[src/sv/hsi_to_rgbw_converter_top_macros.svh]
// Assertion macros shared by the converter's checking code.
`ifndef HSI_TO_RGBW_CONVERTER_TOP_MACROS_SVH
`define HSI_TO_RGBW_CONVERTER_TOP_MACROS_SVH

// The consequent must hold in the same cycle as the antecedent.
`define HRC_ASSERT_SAME(label, clk, rst_n, ante, cons, msg) \
    label: assert property (@(posedge clk) disable iff (!rst_n) (ante) |-> (cons)) \
        else $error(msg);

// The consequent must hold in the cycle after the antecedent.
`define HRC_ASSERT_NEXT(label, clk, rst_n, ante, cons, msg) \
    label: assert property (@(posedge clk) disable iff (!rst_n) (ante) |=> (cons)) \
        else $error(msg);

`endif

[src/sv/hrc_pkg.sv]
package hrc_pkg;

    // Default PWM resolution.
    localparam int DUTY_BITS_DEF = 12;

    // Field and internal widths.
    localparam int HUE_W     = 9;
    localparam int PCT_W     = 7;
    localparam int DEG_W     = 7;
    localparam int TAN_IDX_W = 6;
    localparam int TAN_W     = 15;
    localparam int RATIO_W   = 16;
    localparam int PROD_W    = 14;
    localparam int MUL_W     = PROD_W + RATIO_W;
    localparam int X_W       = 29;

    // Input limits and sector boundaries.
    localparam logic [HUE_W-1:0] HUE_MAX     = 9'd360;
    localparam logic [HUE_W-1:0] HUE_SECTOR  = 9'd120;
    localparam logic [HUE_W-1:0] HUE_SECTOR2 = 9'd240;
    localparam logic [PCT_W-1:0] PCT_MAX     = 7'd100;
    localparam logic [DEG_W-1:0] DEG_MID     = 7'd60;

    // Ratio factors in Q2.14: (1 + q) at q = 1/2, and (1 + q) + (2 - q).
    localparam logic [RATIO_W-1:0] RATIO_MID = 16'd24576;
    localparam logic [RATIO_W-1:0] RATIO_SUM = 16'd49152;

    // Common denominator 30000 * 2^14 = 1875 * 2^18.
    localparam int DEN_SHIFT = 18;
    localparam int DEN_ODD   = 1875;

    typedef enum logic [1:0] {
        SEC_RG = 2'd0,
        SEC_GB = 2'd1,
        SEC_BR = 2'd2
    } t_sector;

    // Stage enables of the front end.
    typedef struct packed {
        logic s2_en;
        logic s1_en;
        logic s0_en;
    } t_fe_ctl;

    // Stage enables of one divider lane.
    typedef struct packed {
        logic d3_en;
        logic d2_en;
        logic d1_en;
        logic d0_en;
    } t_div_ctl;

    // Scaled tangent 16384 * (sqrt(3)/2) * tan(k) for k = 0..60 degrees.
    localparam logic [TAN_W-1:0] TAN_TBL [0:60] = '{
        15'd0,     15'd248,   15'd495,   15'd744,   15'd992,
        15'd1241,  15'd1491,  15'd1742,  15'd1994,  15'd2247,
        15'd2502,  15'd2758,  15'd3016,  15'd3276,  15'd3538,
        15'd3802,  15'd4069,  15'd4338,  15'd4610,  15'd4886,
        15'd5164,  15'd5447,  15'd5733,  15'd6023,  15'd6317,
        15'd6616,  15'd6920,  15'd7230,  15'd7544,  15'd7865,
        15'd8192,  15'd8526,  15'd8866,  15'd9214,  15'd9571,
        15'd9935,  15'd10309, 15'd10692, 15'd11086, 15'd11490,
        15'd11906, 15'd12334, 15'd12776, 15'd13231, 15'd13702,
        15'd14189, 15'd14693, 15'd15216, 15'd15758, 15'd16323,
        15'd16910, 15'd17522, 15'd18161, 15'd18829, 15'd19529,
        15'd20264, 15'd21036, 15'd21849, 15'd22707, 15'd23614,
        15'd24576
    };

    // Primary factor (1 + q) in Q2.14 for sector offset d in 0..120.
    function automatic logic [RATIO_W-1:0] ratio_pri(input logic [DEG_W-1:0] d);
        logic [TAN_IDX_W-1:0] idx;
        logic [RATIO_W-1:0]   res;
        if (d <= DEG_MID) begin
            idx = TAN_IDX_W'(DEG_MID - d);
            res = RATIO_MID + RATIO_W'(TAN_TBL[idx]);
        end else begin
            idx = TAN_IDX_W'(d - DEG_MID);
            res = RATIO_MID - RATIO_W'(TAN_TBL[idx]);
        end
        return res;
    endfunction

endpackage

[src/sv/hsi_to_rgbw_converter_top.sv]
// HSI to RGBW color converter.
// Input channel: i_valid / o_ready carry a request of hue (degrees),
// saturation and intensity (percent). Out-of-range values are clamped.
// Output channel: o_valid / i_ready carry four PWM duty values of
// DUTY_BITS bits each for the red, green, blue and white LEDs.
// The pipeline has seven register stages: three in the front end (clamp
// and ratio lookup, saturation times intensity, numerator multiply) and
// four in each divider lane (full-scale scaling, reciprocal multiply,
// remainder, correction). A new request is taken every cycle while
// o_ready is high.
// Each stage moves forward when it is empty or the stage after it moves,
// so bubbles close up while the receiver stalls; o_ready falls only when
// all seven stages hold requests and i_ready is low.
// Reset (i_rst_n low, synchronous) empties the pipeline; data registers
// are not cleared and are ignored until their valid bit is set.
module hsi_to_rgbw_converter_top #(
    parameter int DUTY_BITS = hrc_pkg::DUTY_BITS_DEF
) (
    input  logic                        i_clk,
    input  logic                        i_rst_n,
    input  logic                        i_valid,
    output logic                        o_ready,
    input  logic [hrc_pkg::HUE_W-1:0]   i_hue_deg,
    input  logic [hrc_pkg::PCT_W-1:0]   i_saturation_pct,
    input  logic [hrc_pkg::PCT_W-1:0]   i_intensity_pct,
    output logic                        o_valid,
    input  logic                        i_ready,
    output logic [DUTY_BITS-1:0]        o_red_duty,
    output logic [DUTY_BITS-1:0]        o_green_duty,
    output logic [DUTY_BITS-1:0]        o_blue_duty,
    output logic [DUTY_BITS-1:0]        o_white_duty
);

    `include "hsi_to_rgbw_converter_top_macros.svh"

    localparam int STAGES = 7;

    logic [STAGES-1:0]       r_vld;
    logic [STAGES-1:0]       n_vld;
    logic [STAGES-1:0]       w_en;
    hrc_pkg::t_fe_ctl        w_fe_ctl;
    hrc_pkg::t_div_ctl       w_div_ctl;
    logic [hrc_pkg::X_W-1:0] w_x_red;
    logic [hrc_pkg::X_W-1:0] w_x_green;
    logic [hrc_pkg::X_W-1:0] w_x_blue;
    logic [hrc_pkg::X_W-1:0] w_x_white;

    // A stage loads when it is empty or its successor is loading.
    always_comb begin
        w_en[STAGES-1] = !r_vld[STAGES-1] || i_ready;
        for (int k = STAGES - 2; k >= 0; k--) begin
            w_en[k] = !r_vld[k] || w_en[k+1];
        end
    end

    // Valid bits travel with the data.
    always_comb begin
        n_vld[0] = w_en[0] ? i_valid : r_vld[0];
        for (int k = 1; k < STAGES; k++) begin
            n_vld[k] = w_en[k] ? r_vld[k-1] : r_vld[k];
        end
    end

    always_ff @(posedge i_clk) begin
        if (!i_rst_n) begin
            r_vld <= '0;
        end else begin
            r_vld <= n_vld;
        end
    end

    assign w_fe_ctl  = '{s2_en: w_en[2], s1_en: w_en[1], s0_en: w_en[0]};
    assign w_div_ctl = '{d3_en: w_en[6], d2_en: w_en[5], d1_en: w_en[4],
                         d0_en: w_en[3]};

    // Front end: clamping, ratio lookup and per-channel numerators.
    hrc_front u_front (
        .i_clk            (i_clk),
        .i_ctl            (w_fe_ctl),
        .i_hue_deg        (i_hue_deg),
        .i_saturation_pct (i_saturation_pct),
        .i_intensity_pct  (i_intensity_pct),
        .o_x_red          (w_x_red),
        .o_x_green        (w_x_green),
        .o_x_blue         (w_x_blue),
        .o_x_white        (w_x_white)
    );

    // One constant-divider lane per LED channel.
    hrc_cdiv #(.DUTY_BITS(DUTY_BITS)) u_div_red (
        .i_clk  (i_clk),
        .i_ctl  (w_div_ctl),
        .i_x    (w_x_red),
        .o_duty (o_red_duty)
    );

    hrc_cdiv #(.DUTY_BITS(DUTY_BITS)) u_div_green (
        .i_clk  (i_clk),
        .i_ctl  (w_div_ctl),
        .i_x    (w_x_green),
        .o_duty (o_green_duty)
    );

    hrc_cdiv #(.DUTY_BITS(DUTY_BITS)) u_div_blue (
        .i_clk  (i_clk),
        .i_ctl  (w_div_ctl),
        .i_x    (w_x_blue),
        .o_duty (o_blue_duty)
    );

    hrc_cdiv #(.DUTY_BITS(DUTY_BITS)) u_div_white (
        .i_clk  (i_clk),
        .i_ctl  (w_div_ctl),
        .i_x    (w_x_white),
        .o_duty (o_white_duty)
    );

    assign o_ready = w_en[0];
    assign o_valid = r_vld[STAGES-1];

    // The input side may only stall when every stage holds a request.
    `HRC_ASSERT_SAME(a_stall_full, i_clk, i_rst_n, !o_ready, &r_vld,
        "input stalled with a bubble")
    // With the receiver ready, a request in the next-to-last stage reaches the output.
    `HRC_ASSERT_NEXT(a_advance, i_clk, i_rst_n, i_ready && r_vld[STAGES-2], o_valid,
        "request lost")
    // One color channel is always dark.
    `HRC_ASSERT_SAME(a_dark_chan, i_clk, i_rst_n, o_valid,
        (o_red_duty == '0) || (o_green_duty == '0) || (o_blue_duty == '0),
        "no dark channel")
    // Primary plus secondary never exceed full scale.
    `HRC_ASSERT_SAME(a_sum_limit, i_clk, i_rst_n, o_valid,
        (32'(o_red_duty) + 32'(o_green_duty) + 32'(o_blue_duty))
            <= ((32'd1 << DUTY_BITS) - 32'd1),
        "color sum over full scale")

endmodule

[src/sv/hrc_front.sv]
module hrc_front (
    input  logic                        i_clk,
    input  hrc_pkg::t_fe_ctl            i_ctl,
    input  logic [hrc_pkg::HUE_W-1:0]   i_hue_deg,
    input  logic [hrc_pkg::PCT_W-1:0]   i_saturation_pct,
    input  logic [hrc_pkg::PCT_W-1:0]   i_intensity_pct,
    output logic [hrc_pkg::X_W-1:0]     o_x_red,
    output logic [hrc_pkg::X_W-1:0]     o_x_green,
    output logic [hrc_pkg::X_W-1:0]     o_x_blue,
    output logic [hrc_pkg::X_W-1:0]     o_x_white
);

    logic [hrc_pkg::HUE_W-1:0]   w_hue;
    logic [hrc_pkg::PCT_W-1:0]   w_sat;
    logic [hrc_pkg::PCT_W-1:0]   w_int;
    logic [hrc_pkg::DEG_W-1:0]   w_deg;
    hrc_pkg::t_sector            w_sector;

    hrc_pkg::t_sector            r_s0_sector;
    logic [hrc_pkg::PCT_W-1:0]   r_s0_sat;
    logic [hrc_pkg::PCT_W-1:0]   r_s0_int;
    logic [hrc_pkg::RATIO_W-1:0] r_s0_apri;

    hrc_pkg::t_sector            r_s1_sector;
    logic [hrc_pkg::PROD_W-1:0]  r_s1_si;
    logic [hrc_pkg::PROD_W-1:0]  r_s1_w;
    logic [hrc_pkg::RATIO_W-1:0] r_s1_apri;
    logic [hrc_pkg::RATIO_W-1:0] r_s1_asec;

    logic [hrc_pkg::MUL_W-1:0]   w_xp;
    logic [hrc_pkg::MUL_W-1:0]   w_xs;
    logic [hrc_pkg::MUL_W-1:0]   w_xw;
    logic [hrc_pkg::X_W-1:0]     n_x_red;
    logic [hrc_pkg::X_W-1:0]     n_x_green;
    logic [hrc_pkg::X_W-1:0]     n_x_blue;
    logic [hrc_pkg::X_W-1:0]     r_x_red;
    logic [hrc_pkg::X_W-1:0]     r_x_green;
    logic [hrc_pkg::X_W-1:0]     r_x_blue;
    logic [hrc_pkg::X_W-1:0]     r_x_white;

    // Clamp the inputs and split the hue into a sector and an offset.
    always_comb begin
        w_hue = (i_hue_deg > hrc_pkg::HUE_MAX) ? hrc_pkg::HUE_MAX : i_hue_deg;
        w_sat = (i_saturation_pct > hrc_pkg::PCT_MAX) ? hrc_pkg::PCT_MAX
                                                      : i_saturation_pct;
        w_int = (i_intensity_pct > hrc_pkg::PCT_MAX) ? hrc_pkg::PCT_MAX
                                                     : i_intensity_pct;
        if (w_hue < hrc_pkg::HUE_SECTOR) begin
            w_sector = hrc_pkg::SEC_RG;
            w_deg    = hrc_pkg::DEG_W'(w_hue);
        end else if (w_hue < hrc_pkg::HUE_SECTOR2) begin
            w_sector = hrc_pkg::SEC_GB;
            w_deg    = hrc_pkg::DEG_W'(w_hue - hrc_pkg::HUE_SECTOR);
        end else begin
            w_sector = hrc_pkg::SEC_BR;
            w_deg    = hrc_pkg::DEG_W'(w_hue - hrc_pkg::HUE_SECTOR2);
        end
    end

    // Stage 0: clamped inputs and the ratio lookup.
    always_ff @(posedge i_clk) begin
        if (i_ctl.s0_en) begin
            r_s0_sector <= w_sector;
            r_s0_sat    <= w_sat;
            r_s0_int    <= w_int;
            r_s0_apri   <= hrc_pkg::ratio_pri(w_deg);
        end
    end

    // Stage 1: saturation times intensity, and the unsaturated share.
    always_ff @(posedge i_clk) begin
        if (i_ctl.s1_en) begin
            r_s1_sector <= r_s0_sector;
            r_s1_si     <= hrc_pkg::PROD_W'(r_s0_sat) * hrc_pkg::PROD_W'(r_s0_int);
            r_s1_w      <= hrc_pkg::PROD_W'(hrc_pkg::PCT_MAX - r_s0_sat)
                           * hrc_pkg::PROD_W'(r_s0_int);
            r_s1_apri   <= r_s0_apri;
            r_s1_asec   <= hrc_pkg::RATIO_SUM - r_s0_apri;
        end
    end

    // Numerators over the common denominator; white is scaled by 49152 so
    // that all four channels share one divisor.
    assign w_xp = hrc_pkg::MUL_W'(r_s1_si) * hrc_pkg::MUL_W'(r_s1_apri);
    assign w_xs = hrc_pkg::MUL_W'(r_s1_si) * hrc_pkg::MUL_W'(r_s1_asec);
    assign w_xw = hrc_pkg::MUL_W'(r_s1_w) * hrc_pkg::MUL_W'(hrc_pkg::RATIO_SUM);

    // Route the primary and secondary numerators to their colors.
    always_comb begin
        n_x_red   = '0;
        n_x_green = '0;
        n_x_blue  = '0;
        case (r_s1_sector)
            hrc_pkg::SEC_RG: begin
                n_x_red   = w_xp[hrc_pkg::X_W-1:0];
                n_x_green = w_xs[hrc_pkg::X_W-1:0];
            end
            hrc_pkg::SEC_GB: begin
                n_x_green = w_xp[hrc_pkg::X_W-1:0];
                n_x_blue  = w_xs[hrc_pkg::X_W-1:0];
            end
            default: begin
                n_x_blue  = w_xp[hrc_pkg::X_W-1:0];
                n_x_red   = w_xs[hrc_pkg::X_W-1:0];
            end
        endcase
    end

    // Stage 2: per-channel numerators.
    always_ff @(posedge i_clk) begin
        if (i_ctl.s2_en) begin
            r_x_red   <= n_x_red;
            r_x_green <= n_x_green;
            r_x_blue  <= n_x_blue;
            r_x_white <= w_xw[hrc_pkg::X_W-1:0];
        end
    end

    assign o_x_red   = r_x_red;
    assign o_x_green = r_x_green;
    assign o_x_blue  = r_x_blue;
    assign o_x_white = r_x_white;

endmodule

[src/sv/hrc_cdiv.sv]
module hrc_cdiv #(
    parameter int DUTY_BITS = hrc_pkg::DUTY_BITS_DEF
) (
    input  logic                    i_clk,
    input  hrc_pkg::t_div_ctl       i_ctl,
    input  logic [hrc_pkg::X_W-1:0] i_x,
    output logic [DUTY_BITS-1:0]    o_duty
);

    // Result is floor(x * (2^DUTY_BITS - 1) / (1875 * 2^18)).
    localparam int Y_W   = hrc_pkg::X_W + DUTY_BITS;
    localparam int Z_W   = Y_W - hrc_pkg::DEN_SHIFT;
    localparam int M_W   = Z_W - $clog2(hrc_pkg::DEN_ODD) + 1;
    localparam int P_W   = Z_W + M_W;
    localparam int REM_W = $clog2(2 * hrc_pkg::DEN_ODD);
    localparam longint unsigned RECIP = (64'd1 << Z_W) / hrc_pkg::DEN_ODD;
    localparam logic [M_W-1:0]   RECIP_M = M_W'(RECIP);
    localparam logic [Z_W-1:0]   DIV_Z   = Z_W'(hrc_pkg::DEN_ODD);
    localparam logic [REM_W-1:0] DIV_R   = REM_W'(hrc_pkg::DEN_ODD);

    logic [Y_W-1:0]       w_y;
    logic [Z_W-1:0]       r_z;
    logic [Z_W-1:0]       r_z1;
    logic [P_W-1:0]       r_prod;
    logic [DUTY_BITS-1:0] w_qe;
    logic [Z_W-1:0]       w_back;
    logic [Z_W-1:0]       w_rem;
    logic [DUTY_BITS-1:0] r_qe;
    logic [REM_W-1:0]     r_rem;
    logic [DUTY_BITS-1:0] r_duty;

    // Stage 0: multiply by full scale as a shift and subtract, drop 2^18.
    assign w_y = (Y_W'(i_x) << DUTY_BITS) - Y_W'(i_x);

    always_ff @(posedge i_clk) begin
        if (i_ctl.d0_en) begin
            r_z <= w_y[Y_W-1:hrc_pkg::DEN_SHIFT];
        end
    end

    // Stage 1: reciprocal multiply; the estimate is exact or one short.
    always_ff @(posedge i_clk) begin
        if (i_ctl.d1_en) begin
            r_prod <= P_W'(r_z) * P_W'(RECIP_M);
            r_z1   <= r_z;
        end
    end

    // Stage 2: estimate and its remainder.
    assign w_qe   = r_prod[Z_W +: DUTY_BITS];
    assign w_back = Z_W'(w_qe) * DIV_Z;
    assign w_rem  = r_z1 - w_back;

    always_ff @(posedge i_clk) begin
        if (i_ctl.d2_en) begin
            r_qe  <= w_qe;
            r_rem <= w_rem[REM_W-1:0];
        end
    end

    // Stage 3: one correction step.
    always_ff @(posedge i_clk) begin
        if (i_ctl.d3_en) begin
            r_duty <= (r_rem >= DIV_R) ? r_qe + DUTY_BITS'(1) : r_qe;
        end
    end

    assign o_duty = r_duty;

endmodule

[config.mk]
export PLATFORM = sky130hd
export DESIGN_NAME = hsi_to_rgbw_converter_top
export DESIGN_NICKNAME = d
export VERILOG_FILES = /design/src/sv/hrc_pkg.sv /design/src/sv/hsi_to_rgbw_converter_top.sv /design/src/sv/hrc_front.sv /design/src/sv/hrc_cdiv.sv
export VERILOG_INCLUDE_DIRS = /design/src /design/src/sv
export SDC_FILE = /design/constraint.sdc
export NUM_CORES = 2
export LEC_CHECK = 0
export BUFFER_PORTS_ARGS = -buffer_cell sky130_fd_sc_hd__buf_4
export CORE_ASPECT_RATIO = 1.75
export CORE_UTILIZATION = 40
export CTS_CLUSTER_DIAMETER = 100
export DETAILED_ROUTE_END_ITERATION = 10
export GPL_ROUTABILITY_DRIVEN = 0
export SYNTH_ARGS = -nofsm -noshare
export SYNTH_HDL_FRONTEND = slang
export SYNTH_SLANG_ARGS = --single-unit
[constraint.sdc]
create_clock -name i_clk -period 8.7 [get_ports i_clk]
set_input_delay 1.74 -clock i_clk [delete_from_list [all_inputs] [get_ports i_clk]]
set_output_delay 1.74 -clock i_clk [all_outputs]
set_load 0.03 [all_outputs]
### After elaboration in Yosys (flattened, before gate mapping)

Memories as Yosys holds them, arrays and structs flattened.
Index checks and enable logic that the tools add are counted.

| storage, ports and cells | value |
|---|---|
| output and inout port bits | 50 |
| memory bits (read-only) | 1,920 |
| register bits after elaboration | 627 |
| input port bits | 27 |
| RAM bits | 0 |
| memories kept | 2 |
| bits in latches | 0 |

Memory list:

| memory | depth | bits a word | read ports | clocked after Yosys merged registers in | wr ports | line | RTL |
|---|---|---|---|---|---|---|---|
| (no name shown) | 64 | 15 | 1 | 0 | 0 | hrc_pkg.sv:76 | `res = RATIO_MID + RATIO_W'(TAN_TBL[idx]);` |
| (no name shown) | 64 | 15 | 1 | 0 | 0 | hrc_pkg.sv:79 | `res = RATIO_MID - RATIO_W'(TAN_TBL[idx]);` |

| operators by class | value |
|---|---|
| equality and inequality tests | 1 |
| multipliers | 13 |
| add/sub/neg operators | 20 |
| bitwise operators | 2 |
| order comparisons | 12 |
| reductions and logical operators | 15 |
| div/mod/pow operators | 0 |
| mux-type cells | 16 |
| shift operators | 0 |

Operators with widths:

| operator | count |
|---|---|
| 29-bit one-hot mux with 2 select lines | 3 |
| 41-bit by 29-bit subtractor with 41-bit output | 4 |
| 23-bit by 13-bit multiplier with 35-bit output (second input constant) | 4 |
| 15-bit two-way mux | 4 |
| 14-bit by 16-bit multiplier with 29-bit output | 2 |
| 12-bit by 1-bit adder with 12-bit output (second input constant) | 4 |
| 12-bit by 11-bit greater-or-equal comparator with 1-bit output (second input constant) | 4 |
| 12-bit by 11-bit multiplier with 12-bit output (second input constant) | 4 |
| 12-bit two-way mux | 4 |
| 12-bit subtractor | 4 |
| 15-bit by 15-bit adder with 16-bit output (first input constant) | 1 |
| 16-bit two-way mux | 1 |
| 15-bit by 15-bit subtractor with 16-bit output (first input constant) | 1 |
| 16-bit subtractor (first input constant) | 1 |
| 14-bit by 2-bit multiplier with 15-bit output (second input constant) | 1 |
| 7-bit greater-or-equal comparator (second input constant) | 2 |
| 7-bit > comparator (second input constant) | 2 |
| 14-bit by 7-bit multiplier with 14-bit output | 1 |
| 7-bit by 7-bit multiplier with 14-bit output | 1 |
| 7-bit two-way mux | 2 |
| 6-bit inverter with 7-bit output | 2 |
| 7-bit subtractor (second input constant) | 2 |
| 9-bit > comparator (second input constant) | 1 |
| 9-bit by 7-bit < comparator with 1-bit output (second input constant) | 1 |
| 11 further kinds | 23 |

### Longest topological paths before layout

| depth | value |
|---|---|
| depth after elaboration | 12 |
| gate-level depth with buffers | 25 |

### By module

From an unflattened synthesis, not the netlist that was laid out.

| second synthesis, totals | value |
|---|---|
| cell total of the unflattened synthesis | 6,661 |
| area, all modules | 68,742.2 sq um |

By module, submodules not included:

| module | seq. area each (sq um) | area each (sq um) | times used | cells an instance |
|---|---|---|---|---|
| hrc_front | 5,825.6 | 29,869.9 | 1 | 3,235 |
| hrc_cdiv at u_div_green ... | 2,492.4 | 9,663.0 | 2 | 851 |
| hrc_cdiv at u_div_white | 2,492.4 | 9,689.3 | 1 | 852 |
| hrc_cdiv at u_div_blue | 2,492.4 | 9,567.9 | 1 | 841 |
| hsi_to_rgbw_converter_top | 140.1 | 289.0 | 1 | 31 |

### Least setup slack after synthesis

No wires, ideal clock.

| path | value |
|---|---|
| kind | register to register |
| start point | register u_front.r_s1_si[9] (netlist name) |
| end point | register u_front.r_x_green (netlist bit u_front.o_x_green[27]) (data pin) |
| data arrival time | 6,203 ps |
| clock period less this slack | 6,463 ps |
| path slack | 2,237 ps |
| data required time | 8,440 ps |
| cell stages (with the launch flop) | 23 |
| path through | edfxtp_1 clkbuf_1 clkbuf_1 nand2_1 fa_1 inv_1 fa_1 fa_1 fa_1 fa_1 inv_1 fa_1 inv_1 ha_1 a21o_1 or3_1 a311oi_1 o31ai_1 a41oi_1 o21ai_0 a21oi_1 xor2_1 a2bb2o_1 |

| on the way | value |
|---|---|
| longest elaborated chain between the ends | 2 |
| elaborated cells between the ends (all ways) | 3 |
| classes of those cells | mul (2); mux (1) |

RTL lines:

| item | line | RTL |
|---|---|---|
| from (decl) | hrc_front.sv:25 | `logic [hrc_pkg::PROD_W-1:0] r_s1_si;` |
| from (signal assigned) | hrc_front.sv:74 | `r_s1_si <= hrc_pkg::PROD_W'(r_s0_sat) * hrc_pkg::PROD_W'(r_s0_int);` |
| 14-bit by 16-bit multiplier with 29-bit output, on equally long branches | hrc_front.sv:84, hrc_front.sv:85 |  |
| 29-bit one-hot mux with 2 select lines * | hrc_front.sv:93 | `case (r_s1_sector)` |
| named net u_front.n_x_green, one bit | hrc_front.sv:34 | `logic [hrc_pkg::X_W-1:0] n_x_green;` |
| to (signal assigned) | hrc_front.sv:113 | `r_x_green <= n_x_green;` |
| to (decl) | hrc_front.sv:37 | `logic [hrc_pkg::X_W-1:0] r_x_green;` |

The timed path passes the listed nets; every way through them passes the cells marked *.
A chain may end at the register's enable or synchronous reset.

### Final worst setup path

| path | value |
|---|---|
| start point | register u_front.r_s1_si[4] (netlist name) |
| end point | register u_front.r_x_blue (netlist bit u_front.o_x_blue[27]) (data pin) |

| on the way | value |
|---|---|
| longest elaborated chain between the ends | 2 |
| elaborated cells between the ends (all ways) | 3 |
| classes of those cells | mul (2); mux (1) |

RTL lines:

| item | line | RTL |
|---|---|---|
| 14-bit by 16-bit multiplier with 29-bit output, on equally long branches | hrc_front.sv:84, hrc_front.sv:85 |  |
| 29-bit one-hot mux with 2 select lines * | hrc_front.sv:93 |  |
| named net u_front.n_x_blue, one bit | hrc_front.sv:35 | `logic [hrc_pkg::X_W-1:0] n_x_blue;` |
| to (signal assigned) | hrc_front.sv:114 | `r_x_blue <= n_x_blue;` |
| to (decl) | hrc_front.sv:38 | `logic [hrc_pkg::X_W-1:0] r_x_blue;` |

Marks and branches as above.

==> impl_metrics.toml <==
[run_status]
status = "finished clean"

[cts]
cts-resized-gates = 0
cts_buffer_depth = 3
post_cts_buffers = 0
cts_max_level = 2
root_buffer = "clkbuf_16"
cts_buffers = 55
cts_sinks = 533
clk_latency_ns = 0.67
cts_tree = "built"
clkTransAtPathRegs_ns = 0.07
cts_hold_buffers = 0

[setup_path]
arrival_ns = 7.87
worst_ep_required_time_ns = 9.11
cp.buffers_inverters = 4
cpMaxStageDelayCell = "edfxtp_1"
crit_chain = "and2_1, fa_1, inv_1, fa_1, inv_1, fa_1, fa_1, fa_1, inv_1, fa_1, inv_1, ha_1, a21o_1, a21oi_1, nand3_1, o211ai_1, o21ai_0, a31oi_1, o211ai_1, a21oi_1, xnor2_1, a2bb2o_1"
rr_worst_depth = 22
end_kind = "flip-flop"
critPathKind = "reg -> reg"
critPathMaxFanout = 31
regToRegStartpoint = "u_front.r_s1_si[4]"
cp_common_cell = "fa_1"
crit_family = "adder cells"
rrSetupSlack_ns = 1.24
r2r-end = "u_front.o_x_blue[27]"
startpoint_type = "flip-flop"
cpPeakStageDelay_ns = 1.09

[synthesis]
yosys.area.top_type_share = 0.263
avgSynthCellArea_um2 = 10.5
synth.largest_area_cell = "fa_1"
synth_warnings = 0
synthTopCellsByArea = "fa_1 (26%), edfxtp_1 (24%), ha_1 (18%), inv_1 (7.4%), xnor2_1 (3.9%)"
syn-num-nets = 8251
async_reset_ff_frac = 0
synth_top_flop_cell = "edfxtp_1"
syn-cell-area_um2 = 67000
synth_cell_type_count = 105
synth_seq_area_share = 0.238
synth_edf_count = 526
synth_seq_cells = 533
syn_inst = 6393

[global_routing]
antenna_found_initial = 1
grt_overflow = 0
grt_usage = 0.185
grt_use_met2 = 0.368
use_met1 = 0.185
gr-usage-met3 = 0.0165
busiest_layer = "met2"
first_global_vias = 48100
grt_pass1_wl_mm = 248
grt_max_degree = 93

[floorplanning]
fp.dieW_um = 311
initial_core_util = 0.403
io_pins = 77
die_h_um = 543
rows = 198
dieArea_um2 = 169000
core_area_um2 = 166000

[timing]
rsz0062_at_grt = "no"
drv_slew = 0
finalSetupViolCount = 0
fin_crit_sh = 0.858
tns_ns = 0
skew_ns = 0.0240
fin_crit_ns = 7.46
max_freq_mhz = 134
hold_viol = 0
slew_headroom = 0.248
worstMarginPinSlew_ns = 1.13

[route]
wl_per_cell_um = 17.7
drt_iter0_drc = 2354
postRouteAntennaNets = 0
wl_mm = 153
drt_first_pass_iters = 6
via_per_inst = 5.09
vias = 44000
drc = 0

[final_layout]
final_common_cell = "inv_1"
syn_to_final_growth_pct = 7.08
layout_common_cells = "inv_1 (1317), ha_1 (949), fa_1 (881)"
drive_gt1_frac = 0.0441
fin_nets = 8255

[hold_path]
hold_path.class = "reg -> reg"
holdPathStages = 0
holdPathEnd = "u_div_blue.r_qe[6]"
min_from = "u_div_blue.r_prod[29]"

[place]
place_hpwl_mm = 126
portBuffers = 76

[run]
cap_violations = 0
[cell usage after synthesis (11+ instances only)]
| master | number |
|---|---|
| a211o_1 | 13 |
| a211oi_1 | 36 |
| a21o_1 | 69 |
| a21oi_1 | 184 |
| a22o_1 | 52 |
| a31oi_1 | 31 |
| and2_1 | 273 |
| and3_1 | 20 |
| buf_2 | 11 |
| clkbuf_1 | 146 |
| edfxtp_1 | 526 |
| fa_1 | 881 |
| ha_1 | 950 |
| inv_1 | 1321 |
| mux2i_1 | 29 |
| nand2_1 | 454 |
| nand2b_1 | 37 |
| nand3_1 | 79 |
| nand4_1 | 20 |
| nor2_1 | 231 |
| nor2b_1 | 41 |
| nor3_1 | 77 |
| nor4_1 | 16 |
| o2111ai_1 | 11 |
| o211ai_1 | 20 |
| o21a_1 | 42 |
| o21ai_0 | 130 |
| o21bai_1 | 30 |
| o41ai_1 | 11 |
| or2_2 | 16 |
| xnor2_1 | 300 |
| xor2_1 | 99 |
[worst max-delay path by stage]
stage | startpoint | end | slack (ns) | depth (start not counted)
CTS | u_front.r_s1_si[3] | u_front.o_x_blue[27] | 1.26 | 22
detailed placement | u_front.r_s1_si[3] | u_front.o_x_blue[27] | 1.30 | 22
global route | u_front.r_s1_si[4] | u_front.o_x_blue[27] | 0.80 | 22
finish | u_front.r_s1_si[4] | u_front.o_x_blue[27] | 1.24 | 22
global placement | u_front.r_s1_si[3] | u_front.o_x_blue[27] | 1.40 | 24
floorplan | u_front.r_s1_si[9] | u_front.o_x_green[27] | 2.24 | 22
[stage by stage]
| step | utilization | std cells | cell area (µm²) | hold slack, ns | worst slack (ns) |
|---|---|---|---|---|---|
| 6_report | 0.431 | 8641 | 71700 | 0.452 | 1.24 |
| 5_1_grt | 0.431 | 8641 | 71700 | 0.467 | 0.799 |
| 4_1_cts | 0.431 | 8640 | 71700 | 0.454 | 1.26 |
| 3_5_place_dp | 0.421 | 8540 | 69900 | 0.438 | 1.30 |
| 3_3_place_gp | 0.421 | 8540 | 69900 | 0.439 | 1.40 |
| 2_1_floorplan | - | 6393 | 67000 | 0.400 | 2.24 |
[flip-flops by register name (all words and copies together), names as in the netlist, 13 cells and up]
| name | cells |
|---|---|
| u_front.o_x_blue | 29 |
| u_front.o_x_green | 29 |
| u_front.o_x_red | 29 |
| u_div_blue.r_z | 23 |
| u_div_green.r_z | 23 |
| u_div_red.r_z | 23 |
| u_div_white.r_z | 23 |
| u_front.r_s0_apri | 16 |
| u_front.r_s1_asec | 16 |
| u_div_blue.r_prod | 15 |
| u_div_green.r_prod | 15 |
| u_div_red.r_prod | 15 |
| u_div_white.r_prod | 15 |
| u_front.o_x_white | 15 |
| u_front.r_s1_apri | 15 |
| u_front.r_s1_w | 14 |
| u_front.r_s1_si | 13 |
[layer usage]
| layer | vias up | wire length, µm |
|---|---|---|
| met5 | - | 0 |
| met4 | 0 | 9000 |
| met3 | 405 | 4100 |
| met2 | 844 | 85000 |
| met1 | 21900 | 54500 |
| li1 | 20800 | - |
[logic make-up after synthesis]
kind of cell             count (synthesis)  synth area share
XOR/XNOR                               399            0.0522
buffers and inverters                 1493            0.0846
flip-flops                             533             0.238
multiplexers                            42           0.00723
adder cells (fa/ha/maj)               1831             0.441
AND/OR/NAND/NOR                       1321            0.0973
AO/OA/AOI/OAI                          774            0.0800
[layout make-up]
class                      instances  area, µm²
clock buffer                      67       1470
sequential                       533      15900
inverter                        1325       4980
tap                             2200       2750
antenna                            1       2.50
fill                           15700      94500
multi-input combinational       4367      45400
timing repair buffer             115        863
clock inverter                    33        298
Power is not shown: default switching activity piles up to over one toggle a cycle in this logic, so the estimate is an artifact.
